<file path="src/sv/nsrg_pkg.sv">
// Package for the natural-selection run generator.
// Holds field widths, default parameter values, sequencer codes and the key
// normalization used by the shared comparator. No dependencies.
package nsrg_pkg;

	// Field widths of the item ports
	localparam int KEY_W      = 64;
	localparam int TAG_PORT_W = 32;
	localparam int RUN_W      = 16;
	localparam int CFG_W      = 5;
	localparam int S_DATA_W   = KEY_W + TAG_PORT_W;
	localparam int M_DATA_W   = KEY_W + TAG_PORT_W + RUN_W;

	// Defaults for the top-level parameters
	localparam int SLOTS_DEF     = 16;
	localparam int KEY_CHARS_DEF = 8;
	localparam int TAG_BITS_DEF  = 32;

	// Reset value of the slot-count register
	localparam logic [CFG_W-1:0] MEM_SLOTS_RST = CFG_W'(16);

	// Input command codes
	localparam logic CMD_RECORD = 1'b0;
	localparam logic CMD_FLUSH  = 1'b1;

	// Sequencer states
	typedef enum logic [4:0] {
		ST_IDLE   = 5'b00001,
		ST_DECIDE = 5'b00010,
		ST_SCAN   = 5'b00100,
		ST_EMIT   = 5'b01000,
		ST_COPY   = 5'b10000
	} state_t;

	// What the scan/emit loop is doing
	typedef enum logic [1:0] {
		MD_ONE,          // emit the least key once, then take the next item
		MD_RUN_END,      // reservoir full: drain memory, refill from reservoir
		MD_FLUSH_MEM,    // end of input: drain memory
		MD_FLUSH_SPARE   // end of input: drain the former reservoir
	} mode_t;

	// Fold letters to upper case and zero every byte after the first zero
	// byte or past the compared length, so a plain unsigned compare gives
	// the key order.
	function automatic logic [KEY_W-1:0] norm_key(input logic [KEY_W-1:0] k,
			input int unsigned chars);
		logic [KEY_W-1:0] r;
		logic [7:0]       c;
		logic             dead;
		r    = '0;
		dead = 1'b0;
		for (int i = 0; i < 8; i++) begin
			c = k[KEY_W-1-8*i -: 8];
			if (c inside {[8'h61:8'h7A]}) begin
				c = c - 8'h20;
			end
			if (i >= chars) begin
				dead = 1'b1;
			end
			if (!dead) begin
				r[KEY_W-1-8*i -: 8] = c;
			end
			if (c == 8'h00) begin
				dead = 1'b1;
			end
		end
		return r;
	endfunction

endpackage

</file>
<file path="src/sv/natural_selection_run_generator_top.sv">
// A record that fills a slot or enters the reservoir passes IDLE and DECIDE only.
// A record that causes an emission passes accept, decide, one pass of the shared
// key comparator over the m slots in use (scan), then emit.
// A drain repeats scan and emit per record, then copies any reservoir records in.
// One item at a time; a held output item stalls the emit step.
// Reset clears control state and sets the slot count to 16; storage is undefined.
module natural_selection_run_generator_top #(
	parameter int SLOTS     = nsrg_pkg::SLOTS_DEF,
	parameter int KEY_CHARS = nsrg_pkg::KEY_CHARS_DEF,
	parameter int TAG_BITS  = nsrg_pkg::TAG_BITS_DEF
) (
	input  logic                          clk,
	input  logic                          arst_n,
	// input items
	input  logic                          s_tvalid,
	output logic                          s_tready,
	input  logic [nsrg_pkg::S_DATA_W-1:0] s_tdata,   // key[63:0], tag[95:64]
	input  logic                          s_tuser,   // cmd
	// result items
	output logic                          m_tvalid,
	input  logic                          m_tready,
	output logic [nsrg_pkg::M_DATA_W-1:0] m_tdata,   // out_key[63:0], out_tag[95:64],
	                                                 // run_index[111:96]
	output logic                          m_tlast,   // last_in_run
	// slot-count register
	input  logic                          cfg_valid,
	output logic                          cfg_ready,
	input  logic [nsrg_pkg::CFG_W-1:0]    cfg_data   // mem_slots
);
	import nsrg_pkg::*;

	localparam int IDX_W = (SLOTS > 1) ? $clog2(SLOTS) : 1;
	localparam int CNT_W = $clog2(SLOTS + 1);
	localparam int CW    = (CNT_W > CFG_W) ? CNT_W : CFG_W;
	localparam int TW    = (TAG_BITS < TAG_PORT_W) ? TAG_BITS : TAG_PORT_W;

	// Slot and reservoir storage
	logic [KEY_W-1:0] slot_key_q  [SLOTS];
	logic [TW-1:0]    slot_tag_q  [SLOTS];
	logic [KEY_W-1:0] spare_key_q [SLOTS];
	logic [TW-1:0]    spare_tag_q [SLOTS];
	logic [SLOTS-1:0] slot_valid_q;

	// Control state
	state_t           state_q;
	mode_t            mode_q;
	logic [CFG_W-1:0] mem_slots_q;
	logic             filling_q;
	logic [CNT_W-1:0] fill_count_q;
	logic [CNT_W-1:0] spare_count_q;
	logic [CNT_W-1:0] live_q;
	logic [RUN_W-1:0] run_counter_q;
	logic [IDX_W-1:0] scan_idx_q;
	logic [IDX_W-1:0] copy_idx_q;
	logic [IDX_W-1:0] emitted_q;
	logic             found_q;
	logic             m_tvalid_q;

	// Payload registers
	logic             in_cmd_q;
	logic [KEY_W-1:0] in_key_q;
	logic [TW-1:0]    in_tag_q;
	logic [KEY_W-1:0] best_norm_q;
	logic [IDX_W-1:0] best_idx_q;
	logic [KEY_W-1:0] last_norm_q;
	logic [KEY_W-1:0] out_key_q;
	logic [TW-1:0]    out_tag_q;
	logic [RUN_W-1:0] out_run_q;
	logic             out_last_q;

	// Datapath signals
	logic [CW-1:0]    raw_slots;
	logic [CW-1:0]    clamp_slots;
	logic [CNT_W-1:0] eff_m;
	logic [IDX_W-1:0] rd_addr;
	logic [KEY_W-1:0] rd_key;
	logic [TW-1:0]    rd_tag;
	logic [KEY_W-1:0] cmp_raw;
	logic [KEY_W-1:0] cmp_norm;
	logic [KEY_W-1:0] cmp_ref;
	logic             less;
	logic             hit;
	logic             found_n;
	logic             scan_end;
	logic             copy_end;
	logic             out_free;
	logic             last_flag;
	logic             wr_en;
	logic [IDX_W-1:0] wr_addr;
	logic [KEY_W-1:0] wr_key;
	logic [TW-1:0]    wr_tag;
	logic             sp_wr_en;
	logic             fill_done;
	logic             spare_full;

	// Clamp the slot count to 1..SLOTS
	always_comb begin
		raw_slots = CW'(mem_slots_q);
		if (raw_slots == '0) begin
			clamp_slots = CW'(1);
		end else if (raw_slots > CW'(SLOTS)) begin
			clamp_slots = CW'(SLOTS);
		end else begin
			clamp_slots = raw_slots;
		end
		eff_m = CNT_W'(clamp_slots);
	end

	// Single read port of the slot store
	assign rd_addr = (state_q == ST_EMIT) ? best_idx_q : scan_idx_q;
	assign rd_key  = slot_key_q[rd_addr];
	assign rd_tag  = slot_tag_q[rd_addr];

	// Shared key comparator: incoming record against the last emitted key,
	// or a scanned slot against the best key found so far
	assign cmp_raw  = (state_q == ST_DECIDE) ? in_key_q : rd_key;
	assign cmp_ref  = (state_q == ST_DECIDE) ? last_norm_q : best_norm_q;
	assign cmp_norm = norm_key(cmp_raw, KEY_CHARS);
	assign less     = cmp_norm < cmp_ref;

	// Scan bookkeeping
	assign hit      = slot_valid_q[scan_idx_q] && (!found_q || less);
	assign found_n  = found_q || hit;
	assign scan_end = CNT_W'(scan_idx_q) == (eff_m - 1'b1);
	assign copy_end = (CNT_W'(copy_idx_q) + 1'b1) == spare_count_q;

	assign fill_done  = (fill_count_q + 1'b1) >= eff_m;
	assign spare_full = (spare_count_q + 1'b1) >= eff_m;

	assign out_free  = !m_tvalid_q || m_tready;
	assign last_flag = (mode_q != MD_ONE) && (live_q == CNT_W'(1));

	// Slot write port: fill, replacement of the emitted slot, reservoir copy
	always_comb begin
		wr_en    = 1'b0;
		wr_addr  = emitted_q;
		wr_key   = in_key_q;
		wr_tag   = in_tag_q;
		sp_wr_en = 1'b0;
		case (state_q)
			ST_DECIDE: begin
				if (in_cmd_q == CMD_RECORD) begin
					if (filling_q) begin
						wr_en   = 1'b1;
						wr_addr = fill_count_q[IDX_W-1:0];
					end else if (less) begin
						sp_wr_en = 1'b1;
					end else begin
						wr_en = 1'b1;
					end
				end
			end
			ST_COPY: begin
				wr_en   = 1'b1;
				wr_addr = copy_idx_q;
				wr_key  = spare_key_q[copy_idx_q];
				wr_tag  = spare_tag_q[copy_idx_q];
			end
			default: begin
				wr_en = 1'b0;
			end
		endcase
	end

	// Storage arrays
	always_ff @(posedge clk) begin
		if (wr_en) begin
			slot_key_q[wr_addr] <= wr_key;
			slot_tag_q[wr_addr] <= wr_tag;
		end
		if (sp_wr_en) begin
			spare_key_q[spare_count_q[IDX_W-1:0]] <= in_key_q;
			spare_tag_q[spare_count_q[IDX_W-1:0]] <= in_tag_q;
		end
	end

	// Sequencer and control state
	always_ff @(posedge clk or negedge arst_n) begin
		if (!arst_n) begin
			state_q       <= ST_IDLE;
			mode_q        <= MD_ONE;
			mem_slots_q   <= MEM_SLOTS_RST;
			filling_q     <= 1'b1;
			fill_count_q  <= '0;
			spare_count_q <= '0;
			live_q        <= '0;
			run_counter_q <= '0;
			scan_idx_q    <= '0;
			copy_idx_q    <= '0;
			emitted_q     <= '0;
			found_q       <= 1'b0;
			slot_valid_q  <= '0;
			m_tvalid_q    <= 1'b0;
		end else begin
			// accept a slot-count write only between streams
			if (cfg_valid && filling_q && fill_count_q == '0 && spare_count_q == '0) begin
				mem_slots_q <= cfg_data;
			end

			// load a new output item, or drop the held one once taken
			if (state_q == ST_EMIT && out_free) begin
				m_tvalid_q <= 1'b1;
			end else if (m_tready) begin
				m_tvalid_q <= 1'b0;
			end

			// mark written slots
			if (wr_en) begin
				slot_valid_q[wr_addr] <= 1'b1;
				live_q                <= live_q + 1'b1;
			end

			case (state_q)
				ST_IDLE: begin
					if (s_tvalid) begin
						state_q <= ST_DECIDE;
					end
				end

				ST_DECIDE: begin
					scan_idx_q <= '0;
					found_q    <= 1'b0;
					if (in_cmd_q == CMD_FLUSH) begin
						mode_q  <= MD_FLUSH_MEM;
						state_q <= ST_SCAN;
					end else if (filling_q) begin
						fill_count_q <= fill_count_q + 1'b1;
						if (fill_done) begin
							filling_q <= 1'b0;
							mode_q    <= MD_ONE;
							state_q   <= ST_SCAN;
						end else begin
							state_q <= ST_IDLE;
						end
					end else if (less) begin
						spare_count_q <= spare_count_q + 1'b1;
						if (spare_full) begin
							mode_q  <= MD_RUN_END;
							state_q <= ST_SCAN;
						end else begin
							state_q <= ST_IDLE;
						end
					end else begin
						mode_q  <= MD_ONE;
						state_q <= ST_SCAN;
					end
				end

				ST_SCAN: begin
					scan_idx_q <= scan_idx_q + 1'b1;
					found_q    <= found_n;
					if (scan_end) begin
						if (found_n) begin
							state_q <= ST_EMIT;
						end else begin
							// memory empty: close this phase
							copy_idx_q <= '0;
							case (mode_q)
								MD_RUN_END: begin
									run_counter_q <= run_counter_q + 1'b1;
									mode_q        <= MD_ONE;
									state_q       <= ST_COPY;
								end
								MD_FLUSH_MEM: begin
									if (spare_count_q != '0) begin
										run_counter_q <= run_counter_q + 1'b1;
										mode_q        <= MD_FLUSH_SPARE;
										state_q       <= ST_COPY;
									end else begin
										filling_q     <= 1'b1;
										fill_count_q  <= '0;
										spare_count_q <= '0;
										live_q        <= '0;
										run_counter_q <= '0;
										emitted_q     <= '0;
										slot_valid_q  <= '0;
										mode_q        <= MD_ONE;
										state_q       <= ST_IDLE;
									end
								end
								MD_FLUSH_SPARE: begin
									filling_q     <= 1'b1;
									fill_count_q  <= '0;
									spare_count_q <= '0;
									live_q        <= '0;
									run_counter_q <= '0;
									emitted_q     <= '0;
									slot_valid_q  <= '0;
									mode_q        <= MD_ONE;
									state_q       <= ST_IDLE;
								end
								default: begin
									state_q <= ST_IDLE;
								end
							endcase
						end
					end
				end

				ST_EMIT: begin
					if (out_free) begin
						slot_valid_q[best_idx_q] <= 1'b0;
						live_q                   <= live_q - 1'b1;
						emitted_q                <= best_idx_q;
						scan_idx_q               <= '0;
						found_q                  <= 1'b0;
						if (mode_q == MD_ONE) begin
							state_q <= ST_IDLE;
						end else begin
							state_q <= ST_SCAN;
						end
					end
				end

				ST_COPY: begin
					copy_idx_q <= copy_idx_q + 1'b1;
					if (copy_end) begin
						spare_count_q <= '0;
						scan_idx_q    <= '0;
						found_q       <= 1'b0;
						state_q       <= ST_SCAN;
					end
				end

				default: begin
					state_q <= ST_IDLE;
				end
			endcase
		end
	end

	// Payload registers: input capture, running minimum, output item
	always_ff @(posedge clk) begin
		if (s_tvalid && s_tready) begin
			in_cmd_q <= s_tuser;
			in_key_q <= s_tdata[KEY_W-1:0];
			in_tag_q <= s_tdata[KEY_W +: TW];
		end
		if (state_q == ST_SCAN && hit) begin
			best_norm_q <= cmp_norm;
			best_idx_q  <= scan_idx_q;
		end
		if (state_q == ST_EMIT && out_free) begin
			last_norm_q <= best_norm_q;
			out_key_q   <= rd_key;
			out_tag_q   <= rd_tag;
			out_run_q   <= run_counter_q;
			out_last_q  <= last_flag;
		end
	end

	// Ports
	assign s_tready  = state_q == ST_IDLE;
	assign cfg_ready = 1'b1;
	assign m_tvalid  = m_tvalid_q;
	assign m_tdata   = {out_run_q, TAG_PORT_W'(out_tag_q), out_key_q};
	assign m_tlast   = out_last_q;

endmodule

</file>
<file path="config.mk">
export PLATFORM = sky130hd
export DESIGN_NAME = natural_selection_run_generator_top
export DESIGN_NICKNAME = d
export VERILOG_FILES = /design/src/sv/nsrg_pkg.sv /design/src/sv/natural_selection_run_generator_top.sv
export SDC_FILE = /design/constraint.sdc
export NUM_CORES = 2
export LEC_CHECK = 0
export ABC_CLOCK_PERIOD_IN_PS = 19400
export BUFFER_PORTS_ARGS = -buffer_cell sky130_fd_sc_hd__buf_2
export CAP_MARGIN = 20
export CORE_ASPECT_RATIO = 1.75
export CORE_MARGIN = 10
export CORE_UTILIZATION = 55
export DETAILED_ROUTE_END_ITERATION = 16
export PLACE_DENSITY = 0.71
export SLEW_MARGIN = 20
export SYNTH_ARGS = -nofsm -noshare
export SYNTH_HDL_FRONTEND = slang
export SYNTH_SLANG_ARGS = --single-unit
export TNS_END_PERCENT = 1
</file>
<file path="constraint.sdc">
create_clock -name clk -period 19.4 [get_ports clk]
set_clock_uncertainty 0.1 [all_clocks]
set_input_delay 2.91 -clock clk [delete_from_list [all_inputs] [get_ports clk]]
set_output_delay 2.91 -clock clk [all_outputs]
set_load 0.01 [all_outputs]
</file>
### Word-level counts from Yosys, hierarchy flattened

Memory sizes are Yosys's and may differ from the RTL's. A register that Yosys moved wholly into a read port is not among the register bits.
Cells that the tools add are included.

| storage, ports and cells | value |
|---|---|
| input port bits | 107 |
| output and inout bits | 116 |
| memory bits (writable) | 3072 |
| memories kept | 4 |
| logic and storage cells | 278 |
| register bits after elaboration | 384 |

| operators by class | value |
|---|---|
| magnitude comparators | 25 |
| equality and inequality tests | 25 |
| muxes and demuxes | 127 |
| reduce and logical (&&, ||, !) cells | 53 |
| add/subtract/negate cells | 17 |
| bitwise gates (word level) | 4 |

Memory list:

| name | words | width | rd ports | clocked after memory_dff | wr ports | line | source |
|---|---|---|---|---|---|---|---|
| slot_key_q | 16 | 64 | 1 | 0 | 1 | natural_selection_run_generator_top.sv:38 | `logic [KEY_W-1:0] slot_key_q [SLOTS];` |
| spare_key_q | 16 | 64 | 1 | 0 | 1 | natural_selection_run_generator_top.sv:40 | `logic [KEY_W-1:0] spare_key_q [SLOTS];` |
| slot_tag_q | 16 | 32 | 1 | 1 | 1 | natural_selection_run_generator_top.sv:39 | `logic [TW-1:0] slot_tag_q [SLOTS];` |
| spare_tag_q | 16 | 32 | 1 | 0 | 1 | natural_selection_run_generator_top.sv:41 | `logic [TW-1:0] spare_tag_q [SLOTS];` |

Operator list:

| operator | number |
|---|---|
| two-way mux 64 bit | 3 |
| two-way mux 5 bit | 25 |
| two-way mux 8 bit | 15 |
| two-way mux 16 bit | 6 |
| >= comparator 8 x 7 -> 1 bit (second input constant) | 8 |
| <= comparator 8 x 7 -> 1 bit (second input constant) | 8 |
| < comparator 64 bit | 1 |
| one-hot mux 16 bit (2 select lines) | 2 |
| subtractor 8 x 6 -> 8 bit (second input constant) | 8 |
| zero test 8 bit | 7 |
| one-hot mux 5 bit (2 select lines) | 5 |
| one-hot mux 16 bit (3 select lines) | 1 |
| two-way mux 4 bit | 11 |
| two-way mux 32 bit | 1 |
| one-hot mux 4 bit (2 select lines) | 4 |
| two-way mux 1 bit | 31 |
| one-hot mux 5 bit (5 select lines) | 1 |
| logical AND 1 bit | 18 |
| inequality test 2 bit (second input constant) | 9 |
| AND reduction 6 bit | 3 |
| adder 16 x 1 -> 16 bit (second input constant) | 1 |
| bitwise AND 16 bit | 1 |
| two-way mux 2 bit | 8 |
| NOT 16 bit | 1 |
| other kinds (45) | 73 |

### Longest topological paths before layout

An unclocked memory read counts as a cell.

| depth | value |
|---|---|
| word-level depth | 27 |
| depth in mapped cells | 35 |
| gate-level depth less buffers | 26 |

### Worst setup path after synthesis

OpenSTA, ideal clock, no wires.

| path | value |
|---|---|
| path kind | reg2reg |
| start point | reg state_q[1] |
| end point | mem slot_key_q[2][0] (enable) |
| arrival | 12.877 ns |
| library setup time | 0.671 ns |
| stages on the path, launching flop included | 31 |
| clock period less this slack | 13.648 ns |
| slack | 5.752 ns |
| data required time | 18.629 ns |
| path buffers | 8 |
| path through | dfrtp_1 > or3_1 > buf_2 > or4_1 > clkbuf_1 > and2_1 > buf_6 > buf_2 > buf_2 > o221ai_1 > a21oi_1 > a221oi_1 > nand4_1 > o21ai_1 > clkbuf_1 > nand2b_1 > buf_2 > nor3_1 > ha_1 > nand4_1 > or3_1 > o211ai_1 > a41oi_1 > o22ai_1 > nand4_1 > a211oi_1 > o211ai_2 > o311ai_4 > a21oi_4 > buf_2 > nor3_1 |

| between the ends | value |
|---|---|
| elaborated cells between the ends (all ways) | 76 |
| those cells by class | 8 x add/sub; 17 x order compare; 3 x eq/ne; 32 x mux; 15 x reduce/logical; 1 x memory |

RTL lines:

| item | line | source |
|---|---|---|
| start, declared | natural_selection_run_generator_top.sv:45 | `state_t state_q;` |
| start signal, assigned | natural_selection_run_generator_top.sv:180 | `state_q <= ST_IDLE;` |
| start signal, assigned | natural_selection_run_generator_top.sv:216 | `state_q <= ST_DECIDE;` |
| start signal, assigned | natural_selection_run_generator_top.sv:225 | `state_q <= ST_SCAN;` |
| equality test 5 x 4 -> 1 bit | natural_selection_run_generator_top.sv:110 | `assign rd_addr = (state_q == ST_EMIT) ? best_idx_q : scan_idx_q;` |
| two-way mux 4 bit | natural_selection_run_generator_top.sv:110 |  |
| memory read (16 x 64 bit) | - |  |
| two-way mux 64 bit * | natural_selection_run_generator_top.sv:116 | `assign cmp_raw = (state_q == ST_DECIDE) ? in_key_q : rd_key;` |
| >= comparator 8 x 7 -> 1 bit or <= comparator 8 x 7 -> 1 bit (tied branches) | nsrg_pkg.sv:55 | `if (c inside {[8'h61:8'h7A]}) begin` |
| logical AND 1 bit | nsrg_pkg.sv:55 |  |
| two-way mux 8 bit | nsrg_pkg.sv:55 |  |
| zero test 8 bit | nsrg_pkg.sv:64 | `if (c == 8'h00) begin` |
| (+5 left out) | - |  |
| named net cmp_norm[26] | natural_selection_run_generator_top.sv:79 | `logic [KEY_W-1:0] cmp_norm;` |
| < comparator 64 bit * | natural_selection_run_generator_top.sv:119 | `assign less = cmp_norm < cmp_ref;` |
| two-way mux 1 bit * | natural_selection_run_generator_top.sv:146 | `end else if (less) begin` |
| two-way mux 1 bit * | natural_selection_run_generator_top.sv:143 | `if (filling_q) begin` |
| two-way mux 1 bit * | natural_selection_run_generator_top.sv:142 | `if (in_cmd_q == CMD_RECORD) begin` |
| one-hot mux 1 bit (2 select lines) * | natural_selection_run_generator_top.sv:140 | `case (state_q)` |
| two-way mux 1 bit * | natural_selection_run_generator_top.sv:167 | `if (wr_en) begin` |
| two-way mux 1 bit (not written as such) * | natural_selection_run_generator_top.sv:168 | `slot_key_q[wr_addr] <= wr_key;` |
| end, declared | natural_selection_run_generator_top.sv:38 |  |

Mark *: on every way through the listed nets, which the timed path passes. The rest lies on a longest branch.

### Worst setup path in the final report

| path | value |
|---|---|
| start point | reg best_idx_q[0] |
| end point | mem slot_key_q[11][0] (enable) |

| between the ends | value |
|---|---|
| cells in the longest elaborated chain, start to end | 22 |
| elaborated cells between the ends (all ways) | 71 |
| those cells by class | 8 x add/sub; 17 x order compare; 30 x mux; 15 x reduce/logical; 1 x memory |

RTL lines:

| item | line | source |
|---|---|---|
| start, declared | natural_selection_run_generator_top.sv:64 | `logic [IDX_W-1:0] best_idx_q;` |
| start signal, assigned | natural_selection_run_generator_top.sv:341 | `best_idx_q <= scan_idx_q;` |
| two-way mux 4 bit * | natural_selection_run_generator_top.sv:110 |  |
| memory read (16 x 64 bit) * | - |  |
| named net rd_key[63] | natural_selection_run_generator_top.sv:76 | `logic [KEY_W-1:0] rd_key;` |
| two-way mux 64 bit * | natural_selection_run_generator_top.sv:116 |  |
| >= comparator 8 x 7 -> 1 bit or <= comparator 8 x 7 -> 1 bit (tied branches) | nsrg_pkg.sv:55 |  |
| logical AND 1 bit | nsrg_pkg.sv:55 |  |
| two-way mux 8 bit * | nsrg_pkg.sv:55 |  |
| zero test 8 bit * | nsrg_pkg.sv:64 |  |
| (+8 left out) | - |  |
| named net cmp_norm[6] | natural_selection_run_generator_top.sv:79 |  |
| < comparator 64 bit * | natural_selection_run_generator_top.sv:119 |  |
| two-way mux 1 bit * | natural_selection_run_generator_top.sv:146 |  |
| two-way mux 1 bit * | natural_selection_run_generator_top.sv:143 |  |
| two-way mux 1 bit * | natural_selection_run_generator_top.sv:142 |  |
| one-hot mux 1 bit (2 select lines) * | natural_selection_run_generator_top.sv:140 |  |
| two-way mux 1 bit * | natural_selection_run_generator_top.sv:167 |  |
| two-way mux 1 bit (not written as such) * | natural_selection_run_generator_top.sv:168 |  |

Marks and branches as above.

==> run metrics <==
status=finished, final reports clean; async set or reset register ratio after synthesis=2.12%; final core occ=61.4%; # hold bufs at CTS=0; hold path cells=0; number of DRC markers in iteration 0=11,300; Fin Setup TNS=0 ns; post-synth top area share=73.9%; fin. max-slew vios=0; max cap viols=0; via count=80,000; Synth top cells by count=edfxtp_1 (3,414), nand2_1 (1,117), nand3_1 (502); Non-Filler Instances=11,900; TritonCTS buffer count=309; worst path required time=19.79 ns; Post-CTS Setup Inserts=0; Cells after Synth=8,180; area of the multi-input gates=0.0325 mm²; fin nets=8,589; Initial Util=55.3%; Final Wtd Congestion=0.923; H-tree levels=5; max_slew headroom=22.7%; DP Worst Slack=7.07 ns; Final Hold Viols=0; WHS Endpoint=last_norm_q[32]$_DFFE_PP_; Crit path top cell by count=buf_4; dpl hpwl=215 mm; residual DRC count=0; Critical Path AT=13.04 ns; clk buf depth=4; leading area contributor after synthesis=edfxtp_1; Lkg Pwr=0.0502 µW; CP Max Fanout=183; die area=0.274 mm²; min setup slack post-route=6.75 ns; Reg area=0.104 mm²; Overflow after GRT=0; final WL=383 mm; vias per cell=6.70; crit end category=register; Port Buffers=221; syn avg cell area=17.0 µm²; worst slew pin tran=1.16 ns; Max Freq=79.1 MHz; worst-skew pair later-pin latency=0.89 ns; reg2reg end=slot_key_q[11][0]$_DFFE_PP_; period utilisation layout=65.2%; Gates resized, CTS repair=0; top-count cell post-synth=edfxtp_1; CTS tree=built; Worst IR Drop VDD=128 µV; crit path kind=register to register; Worst R2R Setup Slack=6.75 ns; post-detailed-route wirelength per cell=32.1 µm; Die Width=400 µm; layout cells sized above 1=17.0%; ys flop type=edfxtp_1; initial antenna violation count=21; CP startpoint kind=register; synth warn=0; power per cell area=130 mW/mm²; register bit total from synthesis=3,488; vias in the first global route=80,100; Critical-path top delay cell=edfxtp_1; Layout area overhead=10.9%; Unique masters post-synth=94; DRT Pass-1 Iters=7; Hold Path Class=register to register; TritonCTS Sinks=3,488; fill cell count=17,700; Crit path largest cell delay=0.88 ns; RSZ-0062 raised after global routing=no; Ports=223; hold path startpoint=best_norm_q[32]$_DFFE_PP_; Seq/Total Area, Yosys=75.2%; Row Count=243; largest net degree at the start of global routing=184; Cell Area, Synth=0.139 mm²; core footprint=0.251 mm²; CTS root buffer=clkbuf_16; fin crit period=12.65 ns; Total Routing Usage GR=27.5%; CTS clk-pin slew, worst paths=0.07 ns; Inst Count DP=11,400; R2R depth=29; final setup fails=0; Critical R2R Launch=best_idx_q[0]$_DFFE_PP_; Mapped Nets=8,385; Chip Height=685 µm; synth top area cells=edfxtp_1 (74%), mux4_2 (8.0%), nand2_1 (3.0%); global-route wire length before repair=553 mm; post-route ant nets=0; EDFF count, synth=3,414
## sequential cells by signal, indices dropped and copies added, names as in the netlist, 2 cells and up
register	flops
run_counter_q	16
spare_key_q	1024
state_q	5
out_key_q	64
slot_valid_q	16
mode_q	2
spare_tag_q	512
copy_idx_q	4
scan_idx_q	4
out_tag_q	32
slot_key_q	1024
last_norm_q	64
best_idx_q	4
in_key_q	64
best_norm_q	64
slot_tag_q	512
emitted_q	4
spare_count_q	5
live_q	5
out_run_q	16
mem_slots_q	5
in_tag_q	32
fill_count_q	5
## cells by family (layout without fill, tap and decap cells)
kind of cell / count (synthesis) / after routing / share of synthesized area (%)
simple gates: 2226 / 2226 / 7.36
other cells: 1 / 7 / 0.00270
buf+inv: 572 / 1013 / 1.66
compound gates: 1132 / 1132 / 5.69
mux: 645 / 645 / 9.08
xor+xnor: 18 / 18 / 0.114
flops: 3488 / 3488 / 75.2
fa+ha+maj: 98 / 98 / 0.884
## placed cells by master (no fill, tap or decap), types with 138 or more instances in the layout
cell,Yosys,final
a211oi_1,173,170
nand3_1,502,500
clkbuf_16,0,317
mux2i_1,138,138
nand2_1,1117,1112
buf_2,81,220
buf_4,6,169
o21ai_0,192,191
and3_1,200,199
mux4_2,490,490
edfxtp_1,3414,3414
a21oi_1,191,188
## power by group
part           internal (µW)  total, µW  switching, µW  leakage, µW
registers               8960       9230            271       0.0317
logic                   1330       4720           3390       0.0137
clock network           3410       6130           2720      0.00480
total                  13700      20100           6380       0.0502
## final cells by class
class | instances | share of cell area (%)
multi-input combinational | 4120 | 21.1
timing repair buffer | 413 | 1.85
inverter | 52 | 0.132
antenna | 6 | 0.00975
clock buffer | 377 | 5.30
tap | 3307 | 2.69
clock inverter | 171 | 1.10
sequential | 3488 | 67.8
## routing by layer
layer	wire length, µm	global-route usage (%)
met2	187000	44.9
met1	137000	36.2
met5	63	0
met4	19500	12.6
met3	38800	4.61
## metrics by stage
| stage | hold WS, ns | cell area (µm²) | power [µW] |
|---|---|---|---|
| 5_1_grt | 0.355 | 154000 | 20700 |
| 2_1_floorplan | 0.326 | 139000 | 12000 |
| 3_3_place_gp | 0.329 | 144000 | 13800 |
| 4_1_cts | 0.346 | 154000 | 20000 |
| 6_report | 0.349 | 154000 | 20100 |
| 3_5_place_dp | 0.334 | 144000 | 13900 |
## worst max path at each step
stage                            startpoint                      endpoint  slack (ns)  depth (start not counted)
CTS                 best_idx_q[0]$_DFFE_PP_  slot_tag_q[11][19]$_DFFE_PP_        7.05                         29
global route        best_idx_q[0]$_DFFE_PP_   slot_key_q[11][0]$_DFFE_PP_        6.41                         29
finish              best_idx_q[0]$_DFFE_PP_   slot_key_q[11][0]$_DFFE_PP_        6.75                         29
floorplan            state_q[1]$_DFFE_PN0P_    slot_key_q[2][0]$_DFFE_PP_        5.75                         30
global placement    best_idx_q[0]$_DFFE_PP_   slot_tag_q[11][0]$_DFFE_PP_        7.25                         30
detailed placement  best_idx_q[0]$_DFFE_PP_  slot_tag_q[11][27]$_DFFE_PP_        7.07                         29
## worst max-delay path, delay by kind of cell (launching register included)
kind | cells | cell delay, ns
mux | 1 | 0.17
flops | 1 | 0.88
simple gates | 7 | 2.71
buf+inv | 6 | 3.42
fa+ha+maj | 1 | 0.28
compound gates | 14 | 4.01
Note: power is estimated with default switching activity, not from simulation.
